==> src/hw/rtl/onc_pkg.sv <==
// Shared types and constants for the object name classifier.
// No dependencies; object_name_classifier and onc_dec_feed refer to it by scoped names.
package onc_pkg;

  typedef enum logic [1:0] {
    KIND_REFUSED  = 2'd0,
    KIND_PREFIX   = 2'd1,
    KIND_ARTIFACT = 2'd2,
    KIND_SHIPMENT = 2'd3
  } kind_t;

  localparam int MAX_NAME_LEN_DEF = 127;

  // Name layout
  localparam int SEED_DIGITS   = 32;
  localparam int SEED_HALF     = 16;
  localparam int HEX_SPAN      = 64;
  localparam int SEP_POS       = 32;
  localparam int DEC_START_POS = 32 + 1 + 5;
  localparam int DIGEST_LEN    = 64 + 3;
  localparam int MIN_SHIP_LEN  = 32 + 1 + 1 + 1 + 1 + 5;

  // Decimal digit counters
  localparam int          DEC_CNT_W = 5;
  localparam logic [4:0]  DEC_CNT_MAX = 5'd31;

  localparam logic [7:0]  CH_DASH = 8'h2D;
  localparam logic [39:0] PADS_WORD = 40'h2E_70_61_64_73;
  localparam logic [23:0] I8_WORD   = 24'h2E_69_38;

  // Prefix names, left aligned in a 13-byte field
  localparam int LIT_W    = 8 * 13;
  localparam int NUM_LITS = 3;
  localparam logic [LIT_W-1:0] LIT_KV  = {"prefix.kv", 32'h0};
  localparam logic [LIT_W-1:0] LIT_SIG = "prefix.kv.sig";
  localparam logic [LIT_W-1:0] LIT_TXT = {"prefix.txt", 24'h0};
  localparam int LEN_KV  = 9;
  localparam int LEN_SIG = 13;
  localparam int LEN_TXT = 10;

  function automatic logic [3:0] lit_len(input logic [1:0] k);
    logic [3:0] len;
    case (k)
      2'd0:    len = 4'(LEN_KV);
      2'd1:    len = 4'(LEN_SIG);
      2'd2:    len = 4'(LEN_TXT);
      default: len = 4'd0;
    endcase
    return len;
  endfunction

  function automatic logic [7:0] lit_char(input logic [1:0] k, input logic [3:0] idx);
    logic [LIT_W-1:0] s;
    logic [7:0]       b;
    case (k)
      2'd0:    s = LIT_KV;
      2'd1:    s = LIT_SIG;
      2'd2:    s = LIT_TXT;
      default: s = '0;
    endcase
    if (idx > 4'd12) begin
      b = 8'h00;
    end else begin
      b = s[8 * (12 - int'(idx)) +: 8];
    end
    return b;
  endfunction

endpackage

==> src/hw/rtl/onc_in_if.sv <==
// Request channel of the object name classifier: one name byte per request.
// Depends on nothing.
interface onc_in_if;
  logic       valid;
  logic       ready;
  logic [7:0] ch;
  logic       last;

  modport source (output valid, ch, last, input ready);
  modport sink   (input valid, ch, last, output ready);
endinterface

==> src/hw/rtl/onc_out_if.sv <==
// Result channel of the object name classifier: one verdict per name.
// Depends on nothing.
interface onc_out_if;
  logic        valid;
  logic        ready;
  logic [1:0]  kind;
  logic [63:0] seed_upper;
  logic [63:0] seed_lower;
  logic [63:0] start_index;
  logic [63:0] run_count;

  modport source (output valid, kind, seed_upper, seed_lower, start_index, run_count,
                  input ready);
  modport sink   (input valid, kind, seed_upper, seed_lower, start_index, run_count,
                  output ready);
endinterface

==> src/hw/rtl/object_name_classifier.sv <==
// Object name classifier top level: byte scan, snapshot stage, result register.
// Depends on onc_pkg, onc_in_if, onc_out_if and onc_dec_feed.
//
//   channel  | dir | payload                                          | moves
//   in_chan  | in  | ch[7:0], last                                    | one byte per request
//   out_chan | out | kind[1:0], seed_upper, seed_lower, start_index,  | one per name
//            |     | run_count (64 bits each)                         |
//
// One byte is taken every cycle while in_chan.ready is high; the scan state updates in the accepting cycle.
// A name's verdict passes after its last byte through the snapshot register, then the result register.
// The only stall source is out_chan.ready; in_chan.ready drops while a snapshot waits.
// Reset (rst_n low, synchronous) clears the scan state and both valid flags.
module object_name_classifier #(
  parameter int MAX_NAME_LEN = onc_pkg::MAX_NAME_LEN_DEF
) (
  input logic        clk,
  input logic        rst_n,
  onc_in_if.sink     in_chan,
  onc_out_if.source  out_chan
);

  localparam int POS_W = $clog2(MAX_NAME_LEN + 2);

  typedef enum logic [2:0] {
    PH_SEED  = 3'b001,
    PH_START = 3'b010,
    PH_COUNT = 3'b100
  } phase_t;

  typedef struct packed {
    logic        prefix;
    logic        artifact;
    logic        ship_ok;
    logic [63:0] seed_hi;
    logic [63:0] seed_lo;
    logic [63:0] first;
    logic [63:0] second;
  } snap_t;

  typedef struct packed {
    onc_pkg::kind_t kind;
    logic [63:0]    seed_hi;
    logic [63:0]    seed_lo;
    logic [63:0]    first;
    logic [63:0]    second;
  } res_t;

  // scan state
  logic [POS_W-1:0]              pos_r, pos_upd, pos_nxt;
  logic [39:0]                   win_r, win_upd, win_nxt;
  logic [1:0]                    hex_r, hex_upd, hex_nxt;
  logic [2:0]                    lit_r, lit_upd, lit_nxt;
  phase_t                        ph_r, ph_upd, ph_nxt;
  logic [63:0]                   shi_r, shi_upd, shi_nxt;
  logic [63:0]                   slo_r, slo_upd, slo_nxt;
  logic [63:0]                   first_r, first_upd, first_nxt;
  logic [63:0]                   second_r, second_upd, second_nxt;
  logic [onc_pkg::DEC_CNT_W-1:0] c1_r, c1_upd, c1_nxt;
  logic [onc_pkg::DEC_CNT_W-1:0] c2_r, c2_upd, c2_nxt;
  logic [2:0]                    err_r, err_upd, err_nxt;

  // pipeline
  logic  snap_v_r, snap_v_nxt;
  snap_t snap_r, snap_nxt;
  logic  out_v_r, out_v_nxt;
  res_t  res_r, res_nxt;

  logic in_acc, in_last_acc, snap_adv;

  // byte helpers
  logic [7:0]  c, w;
  logic        hex_ok;
  logic [3:0]  hv;
  logic        parse_en;
  logic [63:0] f1_acc, f2_acc;
  logic [onc_pkg::DEC_CNT_W-1:0] f1_cnt, f2_cnt;
  logic        f1_bad, f2_bad;
  logic        fin_prefix;
  logic [64:0] dec_sum;

  assign snap_adv      = !out_v_r || out_chan.ready;
  assign in_chan.ready = !snap_v_r || snap_adv;
  assign in_acc        = in_chan.valid && in_chan.ready;
  assign in_last_acc   = in_acc && in_chan.last;

  assign c  = in_chan.ch;
  assign w  = win_r[39:32];
  assign hex_ok = ((c >= 8'h30) && (c <= 8'h39)) || ((c >= 8'h61) && (c <= 8'h66));
  assign hv = (c <= 8'h39) ? c[3:0] : c[3:0] + 4'd9;
  assign parse_en = (pos_r >= POS_W'(onc_pkg::DEC_START_POS))
                    && (pos_r <= POS_W'(MAX_NAME_LEN));

  onc_dec_feed u_feed_start (
    .acc(first_r), .cnt(c1_r), .ch(w),
    .acc_nxt(f1_acc), .cnt_nxt(f1_cnt), .bad(f1_bad)
  );

  onc_dec_feed u_feed_count (
    .acc(second_r), .cnt(c2_r), .ch(w),
    .acc_nxt(f2_acc), .cnt_nxt(f2_cnt), .bad(f2_bad)
  );

  // per-byte update
  always_comb begin
    pos_upd    = pos_r;
    win_upd    = {win_r[31:0], c};
    hex_upd    = hex_r;
    lit_upd    = lit_r;
    ph_upd     = ph_r;
    shi_upd    = shi_r;
    slo_upd    = slo_r;
    first_upd  = first_r;
    second_upd = second_r;
    c1_upd     = c1_r;
    c2_upd     = c2_r;
    err_upd    = err_r;

    for (int k = 0; k < onc_pkg::NUM_LITS; k++) begin
      if (!((pos_r < POS_W'(onc_pkg::lit_len(2'(k))))
            && (onc_pkg::lit_char(2'(k), pos_r[3:0]) == c))) begin
        lit_upd[k] = 1'b0;
      end
    end

    if ((pos_r < POS_W'(onc_pkg::HEX_SPAN)) && !hex_ok) begin
      hex_upd[1] = 1'b0;
      if (pos_r < POS_W'(onc_pkg::SEED_DIGITS)) begin
        hex_upd[0] = 1'b0;
      end
    end

    if ((pos_r < POS_W'(onc_pkg::SEED_DIGITS)) && hex_ok) begin
      if (pos_r < POS_W'(onc_pkg::SEED_HALF)) begin
        shi_upd = {shi_r[59:0], hv};
      end else begin
        slo_upd = {slo_r[59:0], hv};
      end
    end

    if (pos_r == POS_W'(onc_pkg::SEP_POS)) begin
      if (c != onc_pkg::CH_DASH) begin
        err_upd[2] = 1'b1;
      end
      ph_upd = PH_START;
    end

    // the oldest windowed byte feeds the decimals, so the suffix never does
    if (parse_en) begin
      unique case (ph_r)
        PH_START: begin
          if (w == onc_pkg::CH_DASH) begin
            ph_upd = PH_COUNT;
          end else if (f1_bad) begin
            err_upd[0] = 1'b1;
          end else begin
            first_upd = f1_acc;
            c1_upd    = f1_cnt;
          end
        end
        PH_COUNT: begin
          if (f2_bad) begin
            err_upd[1] = 1'b1;
          end else begin
            second_upd = f2_acc;
            c2_upd     = f2_cnt;
          end
        end
        default: ;
      endcase
    end

    if (pos_r <= POS_W'(MAX_NAME_LEN)) begin
      pos_upd = pos_r + 1'b1;
    end
  end

  // verdict ingredients from the updated state
  always_comb begin
    fin_prefix = 1'b0;
    for (int k = 0; k < onc_pkg::NUM_LITS; k++) begin
      if (lit_upd[k] && (pos_upd == POS_W'(onc_pkg::lit_len(2'(k))))) begin
        fin_prefix = 1'b1;
      end
    end

    snap_nxt.prefix   = fin_prefix;
    snap_nxt.artifact = (pos_upd == POS_W'(onc_pkg::DIGEST_LEN))
                        && (win_upd[23:0] == onc_pkg::I8_WORD) && hex_upd[1];
    snap_nxt.ship_ok  = (pos_upd >= POS_W'(onc_pkg::MIN_SHIP_LEN))
                        && (pos_upd <= POS_W'(MAX_NAME_LEN))
                        && hex_upd[0] && (err_upd == 3'b000)
                        && (win_upd == onc_pkg::PADS_WORD) && (ph_upd == PH_COUNT)
                        && (c1_upd != '0) && (c2_upd != '0) && (second_upd != 64'd0);
    snap_nxt.seed_hi  = shi_upd;
    snap_nxt.seed_lo  = slo_upd;
    snap_nxt.first    = first_upd;
    snap_nxt.second   = second_upd;
  end

  // after the last byte drop back to the empty-name state
  always_comb begin
    if (in_last_acc) begin
      pos_nxt    = '0;
      win_nxt    = '0;
      hex_nxt    = 2'b11;
      lit_nxt    = 3'b111;
      ph_nxt     = PH_SEED;
      shi_nxt    = '0;
      slo_nxt    = '0;
      first_nxt  = '0;
      second_nxt = '0;
      c1_nxt     = '0;
      c2_nxt     = '0;
      err_nxt    = '0;
    end else if (in_acc) begin
      pos_nxt    = pos_upd;
      win_nxt    = win_upd;
      hex_nxt    = hex_upd;
      lit_nxt    = lit_upd;
      ph_nxt     = ph_upd;
      shi_nxt    = shi_upd;
      slo_nxt    = slo_upd;
      first_nxt  = first_upd;
      second_nxt = second_upd;
      c1_nxt     = c1_upd;
      c2_nxt     = c2_upd;
      err_nxt    = err_upd;
    end else begin
      pos_nxt    = pos_r;
      win_nxt    = win_r;
      hex_nxt    = hex_r;
      lit_nxt    = lit_r;
      ph_nxt     = ph_r;
      shi_nxt    = shi_r;
      slo_nxt    = slo_r;
      first_nxt  = first_r;
      second_nxt = second_r;
      c1_nxt     = c1_r;
      c2_nxt     = c2_r;
      err_nxt    = err_r;
    end
  end

  // result stage: range check of start plus count, then pick the kind
  assign dec_sum = {1'b0, snap_r.first} + {1'b0, snap_r.second};

  always_comb begin
    res_nxt = '0;
    priority if (snap_r.prefix) begin
      res_nxt.kind = onc_pkg::KIND_PREFIX;
    end else if (snap_r.artifact) begin
      res_nxt.kind = onc_pkg::KIND_ARTIFACT;
    end else if (snap_r.ship_ok && !dec_sum[64]) begin
      res_nxt.kind    = onc_pkg::KIND_SHIPMENT;
      res_nxt.seed_hi = snap_r.seed_hi;
      res_nxt.seed_lo = snap_r.seed_lo;
      res_nxt.first   = snap_r.first;
      res_nxt.second  = snap_r.second;
    end else begin
      res_nxt.kind = onc_pkg::KIND_REFUSED;
    end
  end

  always_comb begin
    if (in_last_acc) begin
      snap_v_nxt = 1'b1;
    end else if (snap_adv) begin
      snap_v_nxt = 1'b0;
    end else begin
      snap_v_nxt = snap_v_r;
    end

    if (snap_adv) begin
      out_v_nxt = snap_v_r;
    end else begin
      out_v_nxt = out_v_r;
    end
  end

  always_ff @(posedge clk) begin
    if (!rst_n) begin
      pos_r    <= '0;
      win_r    <= '0;
      hex_r    <= 2'b11;
      lit_r    <= 3'b111;
      ph_r     <= PH_SEED;
      shi_r    <= '0;
      slo_r    <= '0;
      first_r  <= '0;
      second_r <= '0;
      c1_r     <= '0;
      c2_r     <= '0;
      err_r    <= '0;
      snap_v_r <= 1'b0;
      out_v_r  <= 1'b0;
    end else begin
      pos_r    <= pos_nxt;
      win_r    <= win_nxt;
      hex_r    <= hex_nxt;
      lit_r    <= lit_nxt;
      ph_r     <= ph_nxt;
      shi_r    <= shi_nxt;
      slo_r    <= slo_nxt;
      first_r  <= first_nxt;
      second_r <= second_nxt;
      c1_r     <= c1_nxt;
      c2_r     <= c2_nxt;
      err_r    <= err_nxt;
      snap_v_r <= snap_v_nxt;
      out_v_r  <= out_v_nxt;
    end
  end

  always_ff @(posedge clk) begin
    if (in_last_acc) begin
      snap_r <= snap_nxt;
    end
    if (snap_adv && snap_v_r) begin
      res_r <= res_nxt;
    end
  end

  assign out_chan.valid       = out_v_r;
  assign out_chan.kind        = res_r.kind;
  assign out_chan.seed_upper  = res_r.seed_hi;
  assign out_chan.seed_lower  = res_r.seed_lo;
  assign out_chan.start_index = res_r.first;
  assign out_chan.run_count   = res_r.second;

  // a refused or non-shipment verdict carries no numbers
  a_quiet_fields: assert property (@(posedge clk) disable iff (!rst_n)
    (out_chan.valid && (out_chan.kind != onc_pkg::KIND_SHIPMENT)) |->
      ((out_chan.seed_upper == 64'd0) && (out_chan.seed_lower == 64'd0)
       && (out_chan.start_index == 64'd0) && (out_chan.run_count == 64'd0)))
    else $error("non-shipment verdict with nonzero fields");

  a_ship_count: assert property (@(posedge clk) disable iff (!rst_n)
    (out_chan.valid && (out_chan.kind == onc_pkg::KIND_SHIPMENT)) |->
      (out_chan.run_count != 64'd0))
    else $error("shipment verdict with zero count");

  a_name_restart: assert property (@(posedge clk) disable iff (!rst_n)
    in_last_acc |=> ((pos_r == '0) && (ph_r == PH_SEED) && (err_r == 3'b000)))
    else $error("scan state not cleared after final byte");

  a_snap_hold: assert property (@(posedge clk) disable iff (!rst_n)
    (snap_v_r && !snap_adv) |=> (snap_v_r && $stable(snap_r)))
    else $error("waiting snapshot lost");

endmodule

==> src/hw/rtl/onc_dec_feed.sv <==
// One step of a canonical decimal parser: append a digit, flag a bad byte.
// Depends on onc_pkg.
module onc_dec_feed (
  input  logic [63:0]                   acc,
  input  logic [onc_pkg::DEC_CNT_W-1:0] cnt,
  input  logic [7:0]                    ch,
  output logic [63:0]                   acc_nxt,
  output logic [onc_pkg::DEC_CNT_W-1:0] cnt_nxt,
  output logic                          bad
);

  logic        is_digit;
  logic [67:0] wide;

  assign is_digit = (ch >= 8'h30) && (ch <= 8'h39);

  // acc * 10 + d as a shift-add; any carry beyond 64 bits is an overflow
  assign wide = ({4'b0, acc} << 3) + ({4'b0, acc} << 1) + {64'b0, ch[3:0]};

  assign acc_nxt = wide[63:0];
  assign cnt_nxt = (cnt == onc_pkg::DEC_CNT_MAX) ? cnt : cnt + 1'b1;
  assign bad     = !is_digit || ((cnt != '0) && (acc == 64'd0)) || (wide[67:64] != 4'd0);

endmodule
==> src/flat_wrapper.sv <==
// flat-port wrapper written by rule: the top's interface ports become plain ports
module object_name_classifier_flat 
#(
  parameter int MAX_NAME_LEN = onc_pkg::MAX_NAME_LEN_DEF
)
  (clk, rst_n, in_chan_valid, in_chan_ch, in_chan_last, in_chan_ready, out_chan_valid, out_chan_kind, out_chan_seed_upper, out_chan_seed_lower, out_chan_start_index, out_chan_run_count, out_chan_ready);
  onc_in_if in_chan_i ();
  onc_out_if out_chan_i ();
  input logic clk;
  input logic rst_n;
  input wire logic [$bits(in_chan_i.valid)-1:0] in_chan_valid;
  input wire logic [$bits(in_chan_i.ch)-1:0] in_chan_ch;
  input wire logic [$bits(in_chan_i.last)-1:0] in_chan_last;
  output wire logic [$bits(in_chan_i.ready)-1:0] in_chan_ready;
  output wire logic [$bits(out_chan_i.valid)-1:0] out_chan_valid;
  output wire logic [$bits(out_chan_i.kind)-1:0] out_chan_kind;
  output wire logic [$bits(out_chan_i.seed_upper)-1:0] out_chan_seed_upper;
  output wire logic [$bits(out_chan_i.seed_lower)-1:0] out_chan_seed_lower;
  output wire logic [$bits(out_chan_i.start_index)-1:0] out_chan_start_index;
  output wire logic [$bits(out_chan_i.run_count)-1:0] out_chan_run_count;
  input wire logic [$bits(out_chan_i.ready)-1:0] out_chan_ready;
  assign in_chan_i.valid = in_chan_valid;
  assign in_chan_i.ch = in_chan_ch;
  assign in_chan_i.last = in_chan_last;
  assign in_chan_ready = in_chan_i.ready;
  assign out_chan_valid = out_chan_i.valid;
  assign out_chan_kind = out_chan_i.kind;
  assign out_chan_seed_upper = out_chan_i.seed_upper;
  assign out_chan_seed_lower = out_chan_i.seed_lower;
  assign out_chan_start_index = out_chan_i.start_index;
  assign out_chan_run_count = out_chan_i.run_count;
  assign out_chan_i.ready = out_chan_ready;
  object_name_classifier #(.MAX_NAME_LEN(MAX_NAME_LEN)) u_core (.clk(clk), .rst_n(rst_n), .in_chan(in_chan_i), .out_chan(out_chan_i));
endmodule
==> config.mk <==
export PLATFORM = sky130hd
export DESIGN_NAME = object_name_classifier_flat
export DESIGN_NICKNAME = d
export VERILOG_FILES = /design/src/hw/rtl/onc_pkg.sv /design/src/hw/rtl/onc_in_if.sv /design/src/hw/rtl/onc_out_if.sv /design/src/hw/rtl/object_name_classifier.sv /design/src/hw/rtl/onc_dec_feed.sv /design/src/flat_wrapper.sv
export SDC_FILE = /design/constraint.sdc
export NUM_CORES = 2
export LEC_CHECK = 0
export BUFFER_PORTS_ARGS = -buffer_cell sky130_fd_sc_hd__buf_2
export CORE_MARGIN = 1.5
export CORE_UTILIZATION = 25
export CTS_BUF_LIST = sky130_fd_sc_hd__clkbuf_16
export DETAILED_ROUTE_END_ITERATION = 6
export GPL_TIMING_DRIVEN = 0
export PLACE_DENSITY = 0.46
export SYNTH_ARGS = -nofsm -noshare
export SYNTH_HDL_FRONTEND = slang
export SYNTH_SLANG_ARGS = --single-unit
==> constraint.sdc <==
create_clock -name clk -period 17.46 [get_ports clk]
set_input_delay 5.238 -clock clk [delete_from_list [all_inputs] [get_ports clk]]
set_output_delay 5.238 -clock clk [all_outputs]
set_load 0.01 [all_outputs]
==> impl_metrics.ini <==
[synth]
synth.avg_cell_area_um2 = 9.878
synth_cells = 4562
synthArstFlopShare_pct = 0
netlist_area_mm2 = 0.04506
synth-edff-count = 517
ys.flop_type = edfxtp_1
synth-seq-area-share_pct = 48.98
synth_cell_type_count = 95
synth_fp_nets = 4907
yosysWarnings = 0
ys_ff_latch = 844

[floorplan]
fp.dieH_um = 427.6
row_count = 155
die-area_mm2 = 0.1828
core_mm2 = 0.1788
initial_core_util_pct = 25.20
fp.dieW_um = 427.6
io_pins = 273

[clocking]
clk_latency_ns = 0.73
tritoncts = yes
cts.hold.buffers_added = 0
numCtsBuffers = 93
clockBufferDepth = 3
cts.clk_slew.worst_paths_ns = 0.06
root_buffer = clkbuf_16
htreeDepth = 3
postCtsSetupRepairBufs = 0
cts_sinks = 844
cts-resized-gates = 0

[place]
placed_area_mm2 = 0.04961
gp_congestion = 0.9240
hpwlAfterDp_um = 117900
portBuffers = 269

[final_layout]
multiInputGateArea_mm2 = 0.02172
utilization_pct = 29.42
layout_commonest_cell = nand2_1
area_delta_synth_final_pct = 16.73
nets = 5282
fill_cells = 18872
regArea_mm2 = 0.02207
final_layout_size_suffix_gt1_share_pct = 12.84
design_area_mm2 = 0.05260
layout_common_cells = 754 x nand2_1, 517 x edfxtp_1, 416 x a21oi_1, 328 x ha_1, 327 x dfxtp_1

[grt]
grt_pass1_wl_um = 221700
antenna_found_initial = 7
grt_usage_pct = 16.14
grt_max_degree = 102
overflow = 0
grt_pass1_vias = 33647

[pwr]
vdd_drop_max_mv = 0.06924
p_leak_uw = 0.02078
powerDensity_mw_per_mm2 = 85.05

[drt]
wire_per_inst_um = 20.67
dr.first_iter.drc_count = 2908
drtPass1Iterations = 5
via_per_inst = 4.799
wl_um = 152400
drc = 0
ant_nets = 0
dr_total_vias = 35386

[worst_setup_path]
critPathCaptureType = output pin
path_buf_inv = 2
cp_top_family = simple AND/OR/NAND/NOR gates
worst_setup_path_start_kind = input pin
max_stage_delay_ns = 0.26
crit_type = in2out
crit_path_frequent_cell = buf_2
slowest_stage = nor2b_1
cp.required_ns = 12.22
worstPathArrival_ns = 5.91
cp_max_fo = 4
crit_chain = buf_2, nor2b_1, nand2_1, buf_2

[timing]
max_slew.worst_pin.slew_ns = 1.484
tns_ns = 0
clock.fmax_mhz = 89.71
post-route-period-util_pct = 63.84
hold_viol = 0
fin_hold_ws_ns = 0.4463
worst_clock_skew_ns = 0.02326
finalSetupViolCount = 0
relSlewSlack_pct = 1.099
rsz0062_at_grt = false
report.final.slew_viol_count = 0
min_period_ns = 11.15

[flow_run]
maxCapViolations = 0

[status]
status = finished, final reports clean

[hold_path]
hp-class = reg2reg
cells by family after synthesis:
logic type               Yosys count  share of synthesized area (%)
AO/OA/AOI/OAI                    957                          13.07
multiplexers                     167                          4.120
adder cells (fa/ha/maj)          332                          9.285
buffers and inverters            335                          2.885
flip-flops                       844                          48.98
XOR/XNOR                         149                          2.896
AND/OR/NAND/NOR                 1778                          18.76
report_power, final:
group          switching (uW)  internal [uW]
combinational             242            103
clock                     869           1070
sequential               38.3           2150
layer usage:
| layer | up-vias | part of all wire [%] | track usage, % |
|---|---|---|---|
| met3 | 168 | 4.8 | 2.262 |
| met2 | 912 | 46 | 25.61 |
| met1 | 17193 | 47 | 22.62 |
| li1 | 17113 | - | - |
| met4 | 0 | 2.7 | 5.000 |
| met5 | - | 0 | 0 |
tightest hold or removal path: cells and delay by family (launching register included):
| kind | cells | cell delay, ns |
|---|---|---|
| simple gates | 2 | 0.09 |
| flops | 1 | 0.31 |
flip-flops by register name (all words and copies together), names as in the netlist, 8 cells and up:
signal / cells
u_core.pos_r: 8
u_core.shi_r: 64
u_core.out_chan.run_count: 64
u_core.out_chan.seed_upper: 64
u_core.second_r: 64
u_core.first_r: 64
u_core.slo_r: 64
u_core.out_chan.seed_lower: 64
u_core.win_r: 40
u_core.out_chan.start_index: 64
u_core.snap_r: 259
final cells by class:
type                       instances  share of cell area [%]
timing repair buffer             280                   2.997
buffer                           268                   1.993
inverter                          67                  0.4924
clock inverter                    77                  0.9990
multi-input combinational       3383                   41.29
sequential                       844                   41.96
tap                             2355                   5.602
clock buffer                      98                   4.662
antenna                            2                0.009514
worst paths after layout:
check,start,to,slack (ns),cells after the start
setup / recovery,out_chan_ready,in_chan_ready,6.31,4
hold / removal,u_core.hex_r[1],u_core.hex_r[1],0.45,2
setup reg to reg,u_core.win_r[35],u_core.first_r[62],10.52,17
hold reg to reg,u_core.hex_r[1],u_core.hex_r[1],0.45,2
stage by stage:
step | power (uW) | setup WS (ns) | std cells
floorplan | 2439 | 4.963 | 4562
global placement | 2592 | 0.9536 | 7186
detailed placement | 2579 | 6.310 | 7197
CTS | 4536 | 6.307 | 7372
global route | 4652 | 6.227 | 7372
finish | 4474 | 6.313 | 7374
synth_stat cells, types with 9 or more instances:
cell type	instances	area share [%]
o21bai_1	18	0.30
nand3_1	51	0.57
o22ai_1	9	0.12
dfxtp_1	327	15
or2_2	19	0.26
o21ai_1	12	0.13
and2_1	272	3.8
nor3_1	113	1.3
xnor2_1	83	1.6
or3_1	11	0.15
nor2b_1	24	0.33
nand3b_1	9	0.15
inv_1	65	0.54
o211ai_1	12	0.20
clkbuf_1	217	1.8
nand4_1	79	1.1
xor2_1	66	1.3
a31oi_1	25	0.35
o21a_1	25	0.42
mux2_2	148	3.7
nor2_1	286	2.4
ha_1	328	9.1
or2_0	22	0.31
mux2i_1	19	0.42
a21oi_1	416	4.6
o211a_1	11	0.24
nor4b_1	12	0.23
nand2_1	754	6.3
buf_1	31	0.26
and3_1	17	0.24
o21ai_0	182	2.0
nor4_1	46	0.64
a21o_1	102	1.7
o31ai_1	13	0.22
a211oi_1	29	0.48
nand2b_1	29	0.40
edfxtp_1	517	34
buf_2	14	0.16
a21boi_0	9	0.15
Note: power is estimated with default switching activity, not from simulation.
